**src/hw/rtl/address_blocklist_table_defines.svh**
```systemverilog
// Assertion macros shared by the blocked-address table RTL.
`ifndef ADDRESS_BLOCKLIST_TABLE_DEFINES_SVH
`define ADDRESS_BLOCKLIST_TABLE_DEFINES_SVH
`ifndef NO_ASSERTIONS
// Check a property on every rising clk_i edge outside reset.
`define ABT_ASSERT(lbl, prop) \
  lbl: assert property (@(posedge clk_i) disable iff (!rst_ni) prop) \
    else $error("blocklist table assertion failed");
// Check that a condition never holds outside reset.
`define ABT_ASSERT_NEVER(lbl, expr) `ABT_ASSERT(lbl, !(expr))
`else
`define ABT_ASSERT(lbl, prop)
`define ABT_ASSERT_NEVER(lbl, expr)
`endif
`endif

```
**src/hw/rtl/abt_pkg.sv**
```systemverilog
// Types and constants of the blocked-address table.
package abt_pkg;

  localparam int unsigned TABLE_DEPTH = 128;
  localparam int unsigned IDX_W       = (TABLE_DEPTH > 1) ? $clog2(TABLE_DEPTH) : 1;
  localparam int unsigned CNT_W       = $clog2(TABLE_DEPTH + 1);

  localparam int unsigned OP_W     = 2;
  localparam int unsigned ADDR_W   = 32;
  localparam int unsigned HIT_W    = 32;
  localparam int unsigned STATUS_W = 3;
  localparam int unsigned SLOT_W   = 7;
  localparam int unsigned ECNT_W   = 8;
  localparam int unsigned ENTRY_W  = ADDR_W + HIT_W + 1;

  typedef enum logic [OP_W-1:0] {
    OP_BLOCK   = 2'd0,
    OP_LOOKUP  = 2'd1,
    OP_UNBLOCK = 2'd2,
    OP_NONE    = 2'd3
  } op_e;

  typedef enum logic [STATUS_W-1:0] {
    ST_INSERTED  = 3'd0,
    ST_PRESENT   = 3'd1,
    ST_FULL      = 3'd2,
    ST_FOUND     = 3'd3,
    ST_NOT_FOUND = 3'd4,
    ST_REMOVED   = 3'd5,
    ST_REFUSED   = 3'd6
  } status_e;

  typedef struct packed {
    logic [ADDR_W-1:0] addr;
    logic [HIT_W-1:0]  hits;
    logic              lock;
  } entry_t;

  typedef struct packed {
    op_e               op;
    logic [ADDR_W-1:0] addr;
    logic              perm;
  } req_t;

  typedef struct packed {
    status_e           status;
    logic [SLOT_W-1:0] slot;
    logic [HIT_W-1:0]  hits;
    logic [ECNT_W-1:0] entry_count;
  } res_t;

  typedef struct packed {
    logic             we;
    logic [IDX_W-1:0] waddr;
    entry_t           wdata;
    logic             re;
    logic [IDX_W-1:0] raddr;
  } ram_req_t;

endpackage

```
**src/hw/rtl/abt_seq.sv**
```systemverilog
// Request sequencer: scans, updates and compacts the table one entry per cycle.
`include "address_blocklist_table_defines.svh"

module abt_seq (
  input  logic                          clk_i,
  input  logic                          rst_ni,
  input  logic                          req_valid_i,
  output logic                          req_ready_o,
  input  abt_pkg::req_t                 req_i,
  output logic                          res_valid_o,
  input  logic                          res_take_i,
  output abt_pkg::res_t                 res_o,
  output abt_pkg::ram_req_t             ram_o,
  input  logic [abt_pkg::ENTRY_W-1:0]   ram_rdata_i
);

  typedef enum logic [1:0] {
    S_IDLE,
    S_SCAN,
    S_SHIFT,
    S_DONE
  } state_e;

  state_e                              state_q, state_d;
  abt_pkg::op_e                        op_q, op_d;
  logic [abt_pkg::ADDR_W-1:0]          addr_q, addr_d;
  logic                                perm_q, perm_d;
  logic [abt_pkg::CNT_W-1:0]           count_q, count_d;
  logic [abt_pkg::IDX_W-1:0]           idx_q, idx_d;
  abt_pkg::status_e                    status_q, status_d;
  logic [abt_pkg::SLOT_W-1:0]          slot_q, slot_d;
  logic [abt_pkg::HIT_W-1:0]           hits_q, hits_d;

  abt_pkg::entry_t                     rd_entry;
  abt_pkg::op_e                        cur_op;
  logic [abt_pkg::ADDR_W-1:0]          cur_addr;
  logic                                cur_perm;
  logic [abt_pkg::HIT_W-1:0]           bumped;
  logic                                last_idx;
  logic                                full;
  logic                                miss;

  assign rd_entry = abt_pkg::entry_t'(ram_rdata_i);
  assign cur_op   = (state_q == S_IDLE) ? req_i.op   : op_q;
  assign cur_addr = (state_q == S_IDLE) ? req_i.addr : addr_q;
  assign cur_perm = (state_q == S_IDLE) ? req_i.perm : perm_q;
  assign bumped   = (rd_entry.hits == '1) ? rd_entry.hits
                                          : rd_entry.hits + abt_pkg::HIT_W'(1);
  assign last_idx = (abt_pkg::CNT_W'(idx_q) + abt_pkg::CNT_W'(1)) == count_q;
  assign full     = count_q == abt_pkg::CNT_W'(abt_pkg::TABLE_DEPTH);

  always_comb begin
    state_d  = state_q;
    op_d     = op_q;
    addr_d   = addr_q;
    perm_d   = perm_q;
    count_d  = count_q;
    idx_d    = idx_q;
    status_d = status_q;
    slot_d   = slot_q;
    hits_d   = hits_q;
    miss     = 1'b0;
    ram_o.we    = 1'b0;
    ram_o.waddr = idx_q;
    ram_o.wdata = rd_entry;
    ram_o.re    = 1'b0;
    ram_o.raddr = idx_q + abt_pkg::IDX_W'(1);

    case (state_q)
      S_IDLE: begin
        if (req_valid_i) begin
          op_d   = req_i.op;
          addr_d = req_i.addr;
          perm_d = req_i.perm;
          if (count_q == '0 || req_i.op == abt_pkg::OP_NONE) begin
            miss = 1'b1;
          end else begin
            // start the scan at entry zero
            ram_o.re    = 1'b1;
            ram_o.raddr = '0;
            idx_d       = '0;
            state_d     = S_SCAN;
          end
        end
      end
      S_SCAN: begin
        if (rd_entry.addr == addr_q) begin
          slot_d  = abt_pkg::SLOT_W'(idx_q);
          state_d = S_DONE;
          case (op_q)
            abt_pkg::OP_BLOCK, abt_pkg::OP_LOOKUP: begin
              ram_o.we         = 1'b1;
              ram_o.wdata.hits = bumped;
              hits_d           = bumped;
              status_d         = (op_q == abt_pkg::OP_BLOCK) ? abt_pkg::ST_PRESENT
                                                             : abt_pkg::ST_FOUND;
            end
            abt_pkg::OP_UNBLOCK: begin
              hits_d = rd_entry.hits;
              if (rd_entry.lock) begin
                status_d = abt_pkg::ST_REFUSED;
              end else begin
                status_d = abt_pkg::ST_REMOVED;
                if (last_idx) begin
                  count_d = count_q - abt_pkg::CNT_W'(1);
                end else begin
                  // pull the next entry down over the removed one
                  ram_o.re = 1'b1;
                  idx_d    = idx_q + abt_pkg::IDX_W'(1);
                  state_d  = S_SHIFT;
                end
              end
            end
            default: begin
              status_d = abt_pkg::ST_NOT_FOUND;
              slot_d   = '0;
              hits_d   = '0;
            end
          endcase
        end else if (last_idx) begin
          miss = 1'b1;
        end else begin
          ram_o.re = 1'b1;
          idx_d    = idx_q + abt_pkg::IDX_W'(1);
        end
      end
      S_SHIFT: begin
        ram_o.we    = 1'b1;
        ram_o.waddr = idx_q - abt_pkg::IDX_W'(1);
        if (last_idx) begin
          count_d = count_q - abt_pkg::CNT_W'(1);
          state_d = S_DONE;
        end else begin
          ram_o.re = 1'b1;
          idx_d    = idx_q + abt_pkg::IDX_W'(1);
        end
      end
      S_DONE: begin
        if (res_take_i) begin
          state_d = S_IDLE;
        end
      end
      default: begin
        state_d = S_IDLE;
      end
    endcase

    if (miss) begin
      state_d  = S_DONE;
      slot_d   = '0;
      hits_d   = '0;
      status_d = abt_pkg::ST_NOT_FOUND;
      if (cur_op == abt_pkg::OP_BLOCK) begin
        if (full) begin
          status_d = abt_pkg::ST_FULL;
        end else begin
          // append at the end of the list
          ram_o.we         = 1'b1;
          ram_o.waddr      = abt_pkg::IDX_W'(count_q);
          ram_o.wdata.addr = cur_addr;
          ram_o.wdata.hits = abt_pkg::HIT_W'(1);
          ram_o.wdata.lock = cur_perm;
          count_d          = count_q + abt_pkg::CNT_W'(1);
          status_d         = abt_pkg::ST_INSERTED;
          slot_d           = abt_pkg::SLOT_W'(count_q);
          hits_d           = abt_pkg::HIT_W'(1);
        end
      end
    end
  end

  always_ff @(posedge clk_i or negedge rst_ni) begin
    if (!rst_ni) begin
      state_q  <= S_IDLE;
      op_q     <= abt_pkg::OP_NONE;
      addr_q   <= '0;
      perm_q   <= 1'b0;
      count_q  <= '0;
      idx_q    <= '0;
      status_q <= abt_pkg::ST_NOT_FOUND;
      slot_q   <= '0;
      hits_q   <= '0;
    end else begin
      state_q  <= state_d;
      op_q     <= op_d;
      addr_q   <= addr_d;
      perm_q   <= perm_d;
      count_q  <= count_d;
      idx_q    <= idx_d;
      status_q <= status_d;
      slot_q   <= slot_d;
      hits_q   <= hits_d;
    end
  end

  assign req_ready_o       = state_q == S_IDLE;
  assign res_valid_o       = state_q == S_DONE;
  assign res_o.status      = status_q;
  assign res_o.slot        = slot_q;
  assign res_o.hits        = hits_q;
  assign res_o.entry_count = abt_pkg::ECNT_W'(count_q);

  // The count moves by at most one per cycle: difference plus one lies in 0..2.
  `ABT_ASSERT_NEVER(a_count_bound, count_q > abt_pkg::CNT_W'(abt_pkg::TABLE_DEPTH))
  `ABT_ASSERT(a_count_step, (count_q - $past(count_q) + abt_pkg::CNT_W'(1)) <= abt_pkg::CNT_W'(2))
  `ABT_ASSERT(a_count_done, (count_d != count_q) |=> (state_q == S_DONE))
  `ABT_ASSERT_NEVER(a_rw_clash, ram_o.we && ram_o.re && (ram_o.waddr == ram_o.raddr))

endmodule

```
**config.mk**
```make
export PLATFORM = sky130hd
export DESIGN_NAME = abt_seq
export DESIGN_NICKNAME = d
export VERILOG_FILES = /design/src/hw/rtl/abt_pkg.sv /design/src/hw/rtl/abt_seq.sv
export VERILOG_INCLUDE_DIRS = /design/src /design/src/hw/rtl
export SDC_FILE = /design/constraint.sdc
export NUM_CORES = 1
export LEC_CHECK = 0
export BUFFER_PORTS_ARGS = -buffer_cell sky130_fd_sc_hd__buf_2
export CAP_MARGIN = 40
export CORE_MARGIN = 4
export CORE_UTILIZATION = 49
export CTS_BUF_LIST = sky130_fd_sc_hd__clkbuf_8
export CTS_CLUSTER_DIAMETER = 80
export DETAILED_ROUTE_END_ITERATION = 8
export PLACE_DENSITY = 0.78
export SLEW_MARGIN = 25
export SYNTH_ARGS = -nofsm -noshare
export SYNTH_HDL_FRONTEND = slang
export SYNTH_SLANG_ARGS = --single-unit
```
**constraint.sdc**
```tcl
create_clock -name clk_i -period 2.95 [get_ports clk_i]
set_input_delay 0.59 -clock clk_i [delete_from_list [all_inputs] [get_ports clk_i]]
set_output_delay 0.59 -clock clk_i [all_outputs]
set_load 0.01 [all_outputs]
```
==> results.json <==
{
  "power_frac_comb": 0.653,
  "power_switching_uw": 3820,
  "grt-ovfl-total": 0,
  "grt_pass1_vias": 8719,
  "post-route-util": 0.779,
  "port_buffers": 236,
  "worstSkewPairLatency_ps": 410,
  "ys_seq_elements": 94,
  "antenna_found_initial": 3,
  "grt_pass1_wl_um": 44700,
  "critPathMaxStageDelay_ps": 460,
  "drive_gt1_frac": 0.500,
  "fp.dieH_um": 133,
  "hpwl_um": 20700,
  "violations": "negative setup slack",
  "cp-startpoint": "idx_q[1]",
  "internal_power_uw": 4550,
  "power.share.clock": 0.100,
  "clock.fmax_mhz": 280,
  "period_minus_slack_ps": 3570,
  "ys_async_sr_fraction": 1.00,
  "multi_input_area_um2": 5560,
  "hold_buffers": 0,
  "start_util": 0.501,
  "synth_area_leaders": "dfrtp_1 (30%), nand2_1 (7.5%), xnor2_1 (5.5%), mux2_2 (5.2%), xor2_1 (5.2%)",
  "fin_ws_ps": -623,
  "critPathSlowestCell": "dfrtp_1",
  "drt_pass1_iterations": 5,
  "pwr-share-seq": 0.247,
  "rows": 45,
  "total_power_uw": 8370,
  "synthFlopType": "dfrtp_1",
  "skew_ps": 22.0,
  "drv_slew": 0,
  "fillerInstances": 973,
  "synth_top_area_cell": "dfrtp_1",
  "syn_area_um2": 7620,
  "coreArea_um2": 15200,
  "cts_htree_levels": 3,
  "vias": 9418,
  "clk_pin_slew_worst_paths_ps": 120,
  "p_per_area_nw_per_um2": 707,
  "die_x_um": 133,
  "grt_use_total": 0.313,
  "crit_type": "reg2out",
  "p_sw_frac": 0.456,
  "yosysMostFrequentCell": "nand2_1",
  "clk_path_buf_depth": 2,
  "rsz0062_at_grt": "true",
  "synth_nets": 1042,
  "ff_latch_area_um2": 2360,
  "finalSetupViolCount": 77,
  "path_common_cell": "buf_6",
  "crit_arrival_ps": 2980,
  "final_cells": 1539,
  "postSynthAreaPerCell_um2": 8.20,
  "cp-start-kind": "flop",
  "hold_viol": 0,
  "synth_edf_count": 0,
  "wl_per_cell_um": 21.1,
  "post-route-drc-count": 0,
  "synth-seq-area-share": 0.309,
  "vias_per_cell": 6.12,
  "cts_sinks": 94,
  "top_level_ports": 237,
  "cp-end-kind": "output pin",
  "cts_made_buffers": 9,
  "die_area_um2": 17600,
  "drtIter0Drc": 993,
  "reg2reg_from": "idx_q[1]",
  "root_buffer": "clkbuf_8",
  "place_congestion": 0.945,
  "nets": 1457,
  "ant_nets": 0,
  "grt_max_degree": 50,
  "crit_fanout": 6,
  "fin_setup_tns_ps": -40490,
  "required_ps": 2360,
  "ys_warn_count": 0,
  "cts_tree": "built",
  "synth_common_cells": "nand2_1 (152), nor2_1 (92), dfrtp_1 (91)",
  "synth_cell_types": 81,
  "hp-class": "in2async",
  "totalWireLength_um": 32500,
  "dp_cells": 1474,
  "area_growth_pct": 55.4,
  "maxSlewHeadroom": 0.541,
  "ir_drop_uv": 514,
  "period_share": 1.21,
  "crit_chain": "inv_1, ha_4, xnor2_2, nand2_2, nor4_4, o211a_4, a21oi_4, buf_6, nor3_4, buf_6, buf_8, buf_12, nor2_4, buf_6",
  "yosysTopAreaCellShare": 0.299,
  "syn_inst": 929,
  "p_leak_uw": 0.00562,
  "drv_cap": 0,
  "worst_pin_slew_ps": 683,
  "status": "complete, but fails checks"
}
==> power by group through the flow <==
| stage | clock network (uW) | registers [uW] | logic (uW) |
|---|---|---|---|
| global placement | 0 | 2020 | 4500 |
| finish | 836 | 2070 | 5460 |
| floorplan | 0 | 2060 | 2660 |
| global route | 883 | 2110 | 5800 |
| detailed placement | 0 | 2040 | 4580 |
| CTS | 824 | 2020 | 4780 |
==> path summary, 6_finish.rpt <==
kind	to	slack, ps	cells past startpoint
max	ram_o[34]	-620	14
min	addr_q[0]	80	1
max reg2reg	count_q[5]	-140	13
min reg2reg	hits_q[12]	500	2
max in group asynchronous	idx_q[0]	2180	2
min in group clk_i	addr_q[2]	420	2
==> critical path, delay by kind of cell, from the launching register on <==
| kind | cells | cell delay [ps] |
|---|---|---|
| AO/OA/AOI/OAI | 2 | 290 |
| AND/OR/NAND/NOR | 4 | 580 |
| buffers and inverters | 6 | 810 |
| flip-flops | 1 | 460 |
| XOR/XNOR | 1 | 150 |
| adder cells (fa/ha/maj) | 1 | 280 |
==> registers in the layout, summed over array words and instances (netlist names) <==
register and flops:
perm_q 1, state_q 2, slot_q 7, addr_q 32, hits_q 32, idx_q 7, status_q 3, count_q 8
op_q 2
==> metrics by stage <==
step	hold WS [ps]	cell area, um^2	setup WS (ps)
2_1_floorplan	294	7730	-30.5
3_3_place_gp	473	10400	-656
3_5_place_dp	479	10400	-576
4_1_cts	102	11000	-511
5_1_grt	92.6	11800	-709
6_report	78.9	11800	-623
==> kinds of logic (layout without fill, tap and decap cells) <==
kind of cell | count (synthesis) | after routing | share of synthesized area
AOI/OAI and AO/OA | 192 | 192 | 0.166
and+or+nand+nor | 382 | 382 | 0.245
adders and majority gates | 9 | 9 | 0.0148
xor gates and xnor gates | 95 | 95 | 0.112
DFF | 94 | 94 | 0.309
other | 0 | 2 | 0
muxes | 71 | 71 | 0.0990
buffers and inverters | 86 | 506 | 0.0540
==> metal layers <==
metal	track usage	routed length, um	vias to the layer above	part of all wire
li1	-	-	4087	-
met2	0.516	15400	637	0.47
met3	0.0586	2920	182	0.090
met1	0.399	12100	4510	0.37
met5	0	13	-	0.00040
met4	0.142	2090	2	0.064
==> layout make-up <==
type	instances	area share
Multi-Input combinational cell	749	0.470
Timing Repair Buffer	473	0.291
Sequential cell	94	0.199
Tap cell	188	0.0199
Clock buffer	9	0.0105
Inverter	17	0.00560
Clock inverter	7	0.00370
Antenna cell	2	0.000423
==> timing repair <==
| item | in CTS | in global routing |
|---|---|---|
| pin swaps | 23 | 61 |
| hold endpoints to repair | 0 | 0 |
| resized for setup | 74 | 125 |
| setup buffers | 23 | 23 |
| setup endpoints to repair | 81 | 93 |
| gates cloned | 4 | 6 |
==> placed cells by master, fill, tap and decap left out, drive strengths merged, types with 7 or more instances in the layout <==
cell,n
buf,468
nand2,153
nor2,95
dfrtp,91
o21ai,83
xnor2,49
xor2,45
mux2i,36
mux2,35
nand3,35
a21oi,26
inv,21
nand4,15
nor3,15
clkbuf,14
o211ai,13
and3,13
a31oi,12
a22o,10
ha,9
or2,9
nand2b,8
nor4,8
and4,7
Power figures use the tool's default switching activity.
