File: src/hw/rtl/address_blocklist_table_defines.svh
// Assertion macros shared by the blocked-address table RTL.
`ifndef ADDRESS_BLOCKLIST_TABLE_DEFINES_SVH
`define ADDRESS_BLOCKLIST_TABLE_DEFINES_SVH
`ifndef NO_ASSERTIONS
// Check a property on every rising clk_i edge outside reset.
`define ABT_ASSERT(lbl, prop) \
  lbl: assert property (@(posedge clk_i) disable iff (!rst_ni) prop) \
    else $error("blocklist table assertion failed");
// Check that a condition never holds outside reset.
`define ABT_ASSERT_NEVER(lbl, expr) `ABT_ASSERT(lbl, !(expr))
`else
`define ABT_ASSERT(lbl, prop)
`define ABT_ASSERT_NEVER(lbl, expr)
`endif
`endif

File: src/hw/rtl/abt_ram.sv
// Generic single-write, single-read RAM with registered read data.
module abt_ram #(
  parameter int unsigned WIDTH = 8,
  parameter int unsigned DEPTH = 16
) (
  input  logic                                        clk_i,
  input  logic                                        we_i,
  input  logic [((DEPTH > 1) ? $clog2(DEPTH) : 1)-1:0] waddr_i,
  input  logic [WIDTH-1:0]                            wdata_i,
  input  logic                                        re_i,
  input  logic [((DEPTH > 1) ? $clog2(DEPTH) : 1)-1:0] raddr_i,
  output logic [WIDTH-1:0]                            rdata_o
);

  logic [WIDTH-1:0] mem_q [DEPTH];
  logic [WIDTH-1:0] rdata_q;

  always_ff @(posedge clk_i) begin
    if (we_i) begin
      mem_q[waddr_i] <= wdata_i;
    end
    if (re_i) begin
      rdata_q <= mem_q[raddr_i];
    end
  end

  assign rdata_o = rdata_q;

endmodule

File: config.mk
export PLATFORM = sky130hd
export DESIGN_NAME = abt_ram
export DESIGN_NICKNAME = d
export VERILOG_FILES = /design/src/hw/rtl/address_blocklist_table_defines.svh /design/src/hw/rtl/abt_ram.sv
export SDC_FILE = /design/constraint.sdc
export NUM_CORES = 1
export LEC_CHECK = 0
export ABC_AREA = 1
export BUFFER_PORTS_ARGS = -buffer_cell sky130_fd_sc_hd__buf_2
export CAP_MARGIN = 20
export CORE_AREA = 2 2 100 102
export CTS_BUF_LIST = sky130_fd_sc_hd__clkbuf_2 sky130_fd_sc_hd__clkbuf_4 sky130_fd_sc_hd__clkbuf_8
export CTS_CLUSTER_SIZE = 16
export DETAILED_ROUTE_END_ITERATION = 8
export DIE_AREA = 0 0 102 104
export HOLD_SLACK_MARGIN = 0.03
export PLACE_DENSITY_LB_ADDON = 0.25
export SLEW_MARGIN = 20
export SYNTH_ARGS = -nofsm -noshare
export SYNTH_HDL_FRONTEND = slang
export SYNTH_SLANG_ARGS = --single-unit
File: constraint.sdc
create_clock -name clk_i -period 1.6 [get_ports clk_i]
set_clock_uncertainty 0.2 [all_clocks]
set_input_delay 0.4 -clock clk_i [delete_from_list [all_inputs] [get_ports clk_i]]
set_output_delay 0.4 -clock clk_i [all_outputs]
set_load 0.005 [all_outputs]
==> impl_metrics.yaml, run 1 <==
outcome:
  status: "complete, but fails checks"
  violations: "setup timing"
yosys:
  ys.flop_type: "edfxtp_1"
  synthTopCellsByCount: "173 x nand2_1, 136 x edfxtp_1, 100 x inv_1, 97 x nand3_1, 17 x nor2_1"
  yosysSeqAreaShare: 0.698
  synth_top_area_share: 0.698
  yosysTopAreaCell: "edfxtp_1"
  ys_ff_latch: 136
  ys_types: 11
  yosysMostFrequentCell: "nand2_1"
  synth.avg_cell_area_um2: 10.6
  syn-cell-area_um2: 5850
  yosys-top-cells-area: "edfxtp_1 70%, nand2_1 11%, nand3_1 8.3%, inv_1 6.4%, buf_6 1.2%"
  synthCells: 551
  synth_edf_count: 136
  syn-num-nets: 570
  synth_async_sr_flop_share: 0
  yosys_warnings: 0
setup_path:
  crit_chain: "buf_2"
  path_buf_inv: 1
  slowest_stage: "edfxtp_1"
  critPathTopFamily: "flip-flops"
  crit_fanout: 1
  slowest_delay_ns: 0.42
  cp.depth: 1
  critPathLaunchType: "register"
  crit_required_ns: 1.00
  crit_type: "reg2out"
  r2r_cells: 6
  critPathCaptureType: "output pin"
  critical_path_arrival_ns: 1.01
sta:
  post-route-min-period_ns: 1.61
  rsz0062_at_grt: "yes"
  report.final.hold_viol_count: 0
  post-route-worst-setup-slack_ns: -0.00544
  slew_violations: 0
  hold_ws_ns: 0.127
  min_period_over_period: 1.00
  setup_viol: 2
  relSlewSlack: 0.611
  worst_pin_slew_ns: 0.583
  fmax_mhz: 623
layout:
  fin_nets: 617
  n_antenna_cell: 0
  drive_gt1_frac: 0.137
  area_growth_pct: 13.5
  design_area_um2: 6640
cts:
  cts_inserted_buffers: 17
  cts_max_level: 4
  cts.clk_slew.worst_paths_ns: 0.08
  clock_path_buffers: 2
  cts.sinks: 136
  cts_tree: "done"
  clockRootBuffer: "clkbuf_8"
  clk-insertion-delay-late_ns: 0.44
placement:
  routabilityCongestion: 0.861
  io_buffers: 26
  pre_cts_slack_ns: -0.222
  place_hpwl_mm: 8.04
  place_area_um2: 6210
floorplan:
  core_area_um2: 9550
  initial_core_util: 0.612
  die_area_um2: 10600
  rows: 36
  io_pins: 27
  die_width_um: 102
  die_y_um: 104
power:
  leakage_nw: 2.89
  swShare: 0.218
  power.density_nw_per_um2: 1130
  power.share.clock: 0.399
  p_seq_frac: 0.537
  power.internal_w: 0.00588
  power_switching_w: 0.00164
  vdd.ir_drop.worst_v: 0.000982
  combPwrFrac: 0.065
global_route:
  grtUsageMet2: 0.364
  top_usage_layer: "met1"
  gr-usage-met1: 0.370
  grt_max_degree: 33
  antenna_found_initial: 0
  grt_pass1_vias: 3682
  grt_use_met3: 0.0538
  grtUsageTotal: 0.250
  grt_pass1_wl_mm: 19.4
  grt.overflow.total: 0
min_path:
  holdCritPathClass: "in2reg"
  hold_path_depth: 1
routing:
  vias_per_cell: 5.27
  first_iter_violations: 297
  routedWlPerCell_um: 16.7
  route.detailed.drc: 0
  drtPass1Iterations: 5
  drtAntennaViolNets: 0
  drt_wl_total_mm: 12.4
  num_vias: 3923
flow_run:
  maxCapViolCount: 0
-- area by class of cell --
cell class              count  area, um^2
flip-flops and latches    136        4080
inverters                 102         383
repair buffers             52         363
fillers                   688        2910
well taps                 133         166
clock buffers              19         249
multi-input cells         289        1210
clock inverters            13         178
-- per-stage QoR --
step                setup TNS (ns)  power [W]   util  instances
global placement             -1.23    0.00458  0.650        712
finish                     -0.0105    0.00752  0.695        744
CTS                        -0.0980    0.00755  0.695        744
detailed placement           -2.63    0.00460  0.650        712
global route                -0.164    0.00775  0.695        744
floorplan                        0    0.00439      -        551
-- kinds of logic (layout without fill, tap and decap cells) --
| logic type | Yosys count | in the layout | synth area share |
|---|---|---|---|
| flip-flops | 136 | 136 | 0.698 |
| AND/OR/NAND/NOR | 289 | 289 | 0.208 |
| buffers and inverters | 126 | 186 | 0.0939 |
-- power groups by stage --
stage	combinational, W	sequential (W)	clock (W)
finish	0.000487	0.00404	0.00300
global route	0.000541	0.00404	0.00317
CTS	0.000486	0.00404	0.00303
detailed placement	0.000483	0.00411	0
global placement	0.000471	0.00411	0
floorplan	0.000281	0.00411	0
-- final timing paths --
check | endpoint | slack [ns] | startpoint
worst max-delay path | rdata_o[0] | -0.005 | rdata_o[0]$_DFFE_PP_
worst min-delay path | rdata_o[2]$_DFFE_PP_ | 0.13 | re_i
worst max register to register | rdata_o[4]$_DFFE_PP_ | 0.25 | mem_q[5][4]$_DFFE_PP_
worst min register to register | rdata_o[0]$_DFFE_PP_ | 0.55 | mem_q[14][0]$_DFFE_PP_
-- what timing repair did --
action / 4_1_cts / 5_1_grt
gates resized for setup: 0 / 0
hold buffers: 0 / 0
hold endpoints to repair: 0 / 0
endpoints found under the setup margin: 4 / 6
buffers inserted: 0 / 0
gates cloned: 0 / 0
-- layer usage --
metal	vias to the layer above	part of all wire	wire [um]
li1	1874	-	-
met1	1824	0.42	5270
met2	201	0.47	5780
met3	24	0.085	1060
met4	0	0.024	299
met5	-	0	0
-- sequential cells by signal, indices dropped and copies added (netlist names) --
signal / cells
mem_q: 128
rdata_o: 8
-- cells in the final DEF, fill, tap and decap left out, drive strengths merged --
cell type	instances
inv	103
edfxtp	136
buf	52
clkinvlp	3
nor2	17
nand3b	2
nand2	173
clkinv	5
nand3	97
clkbuf	19
bufinv	4
(Power assumes the default switching activity.)
==> inputs of run 2 (changes only) <==
ABC_AREA = default   (was 1)
CORE_AREA = 2 2 95 97   (was 2 2 100 102)
CTS_BUF_LIST = sky130_fd_sc_hd__clkbuf_4 sky130_fd_sc_hd__clkbuf_8   (was sky130_fd_sc_hd__clkbuf_2 sky130_fd_sc_hd__clkbuf_4 sky130_fd_sc_hd__clkbuf_8)
DIE_AREA = 0 0 97 99   (was 0 0 102 104)
REMOVE_ABC_BUFFERS = 1   (was default)
==> run 2 against run 1 <==
The run still ends with setup timing left; combinational power is 13% lower; maximum frequency is 1.1% lower; critical endpoint is now rdata_o[4]$_DFFE_PP_; highest routed layer unchanged; via count is 36% lower; sequential power hardly changed; first-iteration DRC count is 22% lower; setup slack worse by 0.017 ns; utilization is 2.9 points higher; total power is 2.9% higher.
==> impl_metrics.yaml, run 2 <==
outcome:
  status: "complete, but fails checks"
  violations: "setup timing"
routing:
  drt_wl_total_mm: 9.97
  drtPass1Iterations: 6
  route.detailed.drc: 0
  vias_per_cell: 6.07
  drtAntennaViolNets: 0
  routedWlPerCell_um: 24.1
  first_iter_violations: 231
  num_vias: 2506
floorplan:
  die_y_um: 99
  die_area_um2: 9600
  io_pins: 27
  core_area_um2: 8550
  die_width_um: 97
  rows: 34
  initial_core_util: 0.611
layout:
  area_growth_pct: 18.4
  final_common_cell: "edfxtp_1"
  multiInputGateArea_um2: 1080
  register_area_um2: 4080
  n_antenna_cell: 0
  fillerInstances: 475
  final_cell_mix: "136 x edfxtp_1, 29 x mux4_2, 25 x buf_2, 24 x buf_4, 17 x clkbuf_8"
  largest_register_ffs: 128
  largest-register: "mem_q"
  fin_nets: 312
  drive_gt1_frac: 0.423
power:
  leakage_nw: 2.08
  vdd.ir_drop.worst_v: 0.000609
  total_power_w: 0.00774
  power.density_nw_per_um2: 1250
yosys:
  synthTopCellsByCount: "136 x edfxtp_1, 18 x mux4_2, 16 x a22oi_1, 14 x mux4_1, 13 x nor2_1"
  synth.avg_cell_area_um2: 22.8
  synthCells: 229
  synth_top_area_share: 0.781
  synth_edf_count: 136
  ys_types: 18
  yosysTopAreaCell: "edfxtp_1"
  yosysSeqAreaShare: 0.781
  ys_ff_latch: 136
  yosys_warnings: 0
  yosys-top-cells-area: "edfxtp_1 78%, mux4_2 7.8%, mux4_1 7.0%, a22oi_1 2.3%, nor2_1 0.93%"
  synth_async_sr_flop_share: 0
  syn-cell-area_um2: 5230
  yosysMostFrequentCell: "edfxtp_1"
  ys.flop_type: "edfxtp_1"
global_route:
  grt_pass1_wl_mm: 14.6
  grtUsageTotal: 0.213
  grt_pass1_vias: 2547
  grt_max_degree: 18
  grt.overflow.total: 0
  antenna_found_initial: 0
sta:
  fmax_mhz: 616
  relSlewSlack: 0.315
  min_period_over_period: 1.01
  report.final.hold_viol_count: 0
  slew_violations: 0
  setup_viol: 3
  post-route-worst-setup-slack_ns: -0.0226
  post-route-min-period_ns: 1.62
  rsz0062_at_grt: "yes"
  worst_pin_slew_ns: 1.02
  fin_tns_setup_ns: -0.0474
setup_path:
  r2r_cells: 3
  crit_required_ns: 1.57
  critPathLaunchType: "register"
  crit_fanout: 1
  critical_path_arrival_ns: 1.59
  reg2reg_from: "mem_q[0][4]$_DFFE_PP_"
  crit_type: "reg2reg"
  reg2reg_to: "rdata_o[4]$_DFFE_PP_"
  r2r_setup_slack_ns: -0.02
  critPathCaptureType: "register"
placement:
  routabilityCongestion: 0.737
  place_hpwl_mm: 6.15
  io_buffers: 26
flow_run:
  maxCapViolCount: 0
cts:
  cts_hold_repair.buffers: 0
  clock_path_buffers: 2
  clockRootBuffer: "clkbuf_8"
  cts_inserted_buffers: 17
  cts.clk_slew.worst_paths_ns: 0.08
  clk-insertion-delay-late_ns: 0.42
  cts_tree: "done"
  cts.sinks: 136
  cts_max_level: 4
min_path:
  hold_path_end: "rdata_o[2]$_DFFE_PP_"
  hold_path_depth: 1
  holdCritPathClass: "in2reg"
  hp-start: "re_i"
## run 2: stage by stage
stage                     worst slack (ns)  cells   util  hold slack, ns  area (um^2)
after floorplan                     -0.493    219      -           0.299         5140
after global placement              -0.554    381  0.663           0.535         5670
after detailed placement            -0.561    381  0.663           0.526         5670
after CTS                          -0.0318    412  0.718           0.122         6140
after global routing               -0.0414    413  0.724           0.123         6190
final                              -0.0226    413  0.724           0.143         6190
## run 2: what timing repair did
item,in CTS,in global routing
endpoints found under the setup margin,10,11
buffers inserted,0,0
resized for setup,12,14
pin swaps,3,7
gates cloned,0,1
## run 2: power by group
| group | internal (W) | switching, W |
|---|---|---|
| Combinational | 0.000198 | 0.000223 |
| Sequential | 0.00401 | 0.0000260 |
| Clock | 0.00202 | 0.00126 |
## run 2: logic make-up (layout without fill, tap and decap cells)
group,after synthesis,in the layout,share of synthesized area
DFF,136,136,0.781
and+or+nand+nor,35,35,0.0314
muxes,32,32,0.148
AOI/OAI and AO/OA,16,16,0.0230
buffers and inverters,10,86,0.0165
## run 2: final cells by class
type / count / share of cell area
flip-flops and latches: 136 / 0.660
multi-input cells: 83 / 0.175
repair buffers: 55 / 0.0681
clock buffers: 18 / 0.0390
clock inverters: 13 / 0.0364
well taps: 108 / 0.0218
## run 2: routing by layer
layer  global-route usage  vias to the layer above  routed length [um]
met1                0.286                     1277                3990
met3               0.0496                       16                 703
met2                0.348                      113                5130
li1                     -                     1100                   -
met4               0.0845                        0                 148
met5                    0                        -                   0
## run 2: worst max path at each step
stage | start | to | slack [ns]
2_1_floorplan | waddr_i[2] | mem_q[0][0]$_DFFE_PP_ | -0.49
3_3_place_gp | raddr_i[0] | rdata_o[2]$_DFFE_PP_ | -0.55
3_5_place_dp | raddr_i[0] | rdata_o[0]$_DFFE_PP_ | -0.56
4_1_cts | mem_q[10][0]$_DFFE_PP_ | rdata_o[0]$_DFFE_PP_ | -0.03
5_1_grt | mem_q[10][0]$_DFFE_PP_ | rdata_o[0]$_DFFE_PP_ | -0.04
6_report | mem_q[0][4]$_DFFE_PP_ | rdata_o[4]$_DFFE_PP_ | -0.02
## run 2: worst max-delay path, stage by stage (launching register included)
cell and delay, ns:
edfxtp_1 0.42, mux4_2 0.49, a22oi_2 0.19, nand2_1 0.07
==> inputs of run 3 (changes only) <==
CTS_BUF_LIST = sky130_fd_sc_hd__clkbuf_8   (was sky130_fd_sc_hd__clkbuf_4 sky130_fd_sc_hd__clkbuf_8)
==> run 3 against run 2 <==
The flow still finishes with violations (setup timing); first-iteration DRC count unchanged; combinational power about the same; non-clock buffer count did not move; cell count is the same; maximum frequency is the same; count of clock-buffer cells in the layout down 1; final area about the same; utilization about the same; clock power barely moved; total power is 0.29% lower; critical path type unchanged.
==> impl_metrics.yaml, run 3 (synthesis results as in run 2) <==
routing:
  wl_met1_mm: 3.98
  wl_met2_mm: 5.13
  routedWlPerCell_um: 24.1
  top_layer: "met4"
  drt_wl_total_mm: 9.97
  num_vias: 2504
  route.detailed.drc: 0
  routed-wl-met3_um: 704
  first_iter_violations: 231
  vias_per_cell: 6.06
  drtAntennaViolNets: 0
  drtPass1Iterations: 6
setup_path:
  slowest_stage: "mux4_2"
  path_buf_inv: 0
  crit_required_ns: 1.57
  critPathCaptureType: "register"
  crit_chain: "mux4_2 > a22oi_2 > nand2_1"
  critical_path_arrival_ns: 1.59
  critPathTopFamily: "multiplexers"
  crit_type: "reg2reg"
  critPathLaunchType: "register"
  crit_fanout: 1
  slowest_delay_ns: 0.49
placement:
  routabilityCongestion: 0.737
  pre_cts_slack_ns: -0.561
  io_buffers: 26
  place_hpwl_mm: 6.15
power:
  leakage_nw: 2.08
  power.density_nw_per_um2: 1250
  vdd.ir_drop.worst_v: 0.000609
  total_power_w: 0.00771
flow_run:
  maxCapViolCount: 0
global_route:
  grt.overflow.total: 0
  grt_max_degree: 18
  grtUsageTotal: 0.213
  antenna_found_initial: 0
  grt_pass1_wl_mm: 14.6
  grt_pass1_vias: 2547
sta:
  fmax_mhz: 616
  setup_viol: 3
  relSlewSlack: 0.315
  post-route-min-period_ns: 1.62
  report.final.hold_viol_count: 0
  slew_violations: 0
  rsz0062_at_grt: "yes"
  worst_pin_slew_ns: 1.02
  post-route-worst-setup-slack_ns: -0.0226
  min_period_over_period: 1.01
floorplan:
  rows: 34
  io_pins: 27
  initial_core_util: 0.611
  core_area_um2: 8550
  die_y_um: 99
  die_width_um: 97
  die_area_um2: 9600
outcome:
  violations: "setup timing"
  status: "complete, but fails checks"
layout:
  fillerInstances: 477
  multiInputGateArea_um2: 1080
  largest-register: "mem_q"
  final_common_cell: "edfxtp_1"
  n_antenna_cell: 0
  register_area_um2: 4080
  area_growth_pct: 18.3
  largest_register_ffs: 128
  drive_gt1_frac: 0.420
  fin_nets: 312
  final_cell_mix: "136 x edfxtp_1, 29 x mux4_2, 25 x buf_2, 24 x buf_4, 17 x clkbuf_8"
cts:
  clockRootBuffer: "clkbuf_8"
  cts_max_level: 4
  clock_path_buffers: 2
  cts_setup_buffers: 0
  cts.clk_slew.worst_paths_ns: 0.08
  cts_tree: "done"
  cts_inserted_buffers: 17
  clk-insertion-delay-late_ns: 0.42
  cts.sinks: 136
min_path:
  holdCritPathClass: "in2reg"
run 3: changes by cell type in the layout (fill, tap and decap cells not counted), sizes merged:
cell,previous run,this run
clkbuf,19,18
inv,1,2
run 3: metal layers:
metal	vias to the layer above	global-route usage
li1	1100	-
met1	1275	0.286
met2	113	0.348
met3	16	0.0496
met4	0	0.0845
met5	-	0
run 3: per-stage QoR:
stage	hold WS [ns]	setup TNS, ns	util	std cells	instance area [um^2]
final	0.143	-0.0474	0.723	413	6180
after global routing	0.123	-0.207	0.723	413	6180
after CTS	0.122	-0.0740	0.717	412	6130
after detailed placement	0.526	-19.40	0.663	381	5670
after global placement	0.535	-15.81	0.663	381	5670
after floorplan	0.299	-14.05	-	219	5140
run 3: power by group:
group | switching (W) | internal [W] | leakage [nW]
clock | 0.00126 | 0.00199 | 0.237
sequential | 0.0000260 | 0.00401 | 1.24
combinational | 0.000224 | 0.000198 | 0.609
total | 0.00151 | 0.00620 | 2.08
run 3: worst paths after layout:
kind | to | start | slack [ns] | cells past startpoint
max | rdata_o[4]$_DFFE_PP_ | mem_q[0][4]$_DFFE_PP_ | -0.02 | 3
min | rdata_o[2]$_DFFE_PP_ | re_i | 0.14 | 1
max reg2reg | rdata_o[4]$_DFFE_PP_ | mem_q[0][4]$_DFFE_PP_ | -0.02 | 3
min reg2reg | rdata_o[3]$_DFFE_PP_ | mem_q[7][3]$_DFFE_PP_ | 0.56 | 3
run 3: area by class of cell:
cell class | count | share of cell area
clock buffer | 17 | 0.0378
clock inverter | 14 | 0.0370
multi-input combinational | 83 | 0.175
sequential | 136 | 0.660
tap | 108 | 0.0218
timing repair buffer | 55 | 0.0682
run 3: what timing repair did:
item                                    in CTS  in global routing
gates resized for setup                     12                 14
hold endpoints to repair                     0                  0
cloned                                       0                  1
hold buffers                                 0                  0
endpoints found under the setup margin      10                 11
pin swaps                                    3                  7
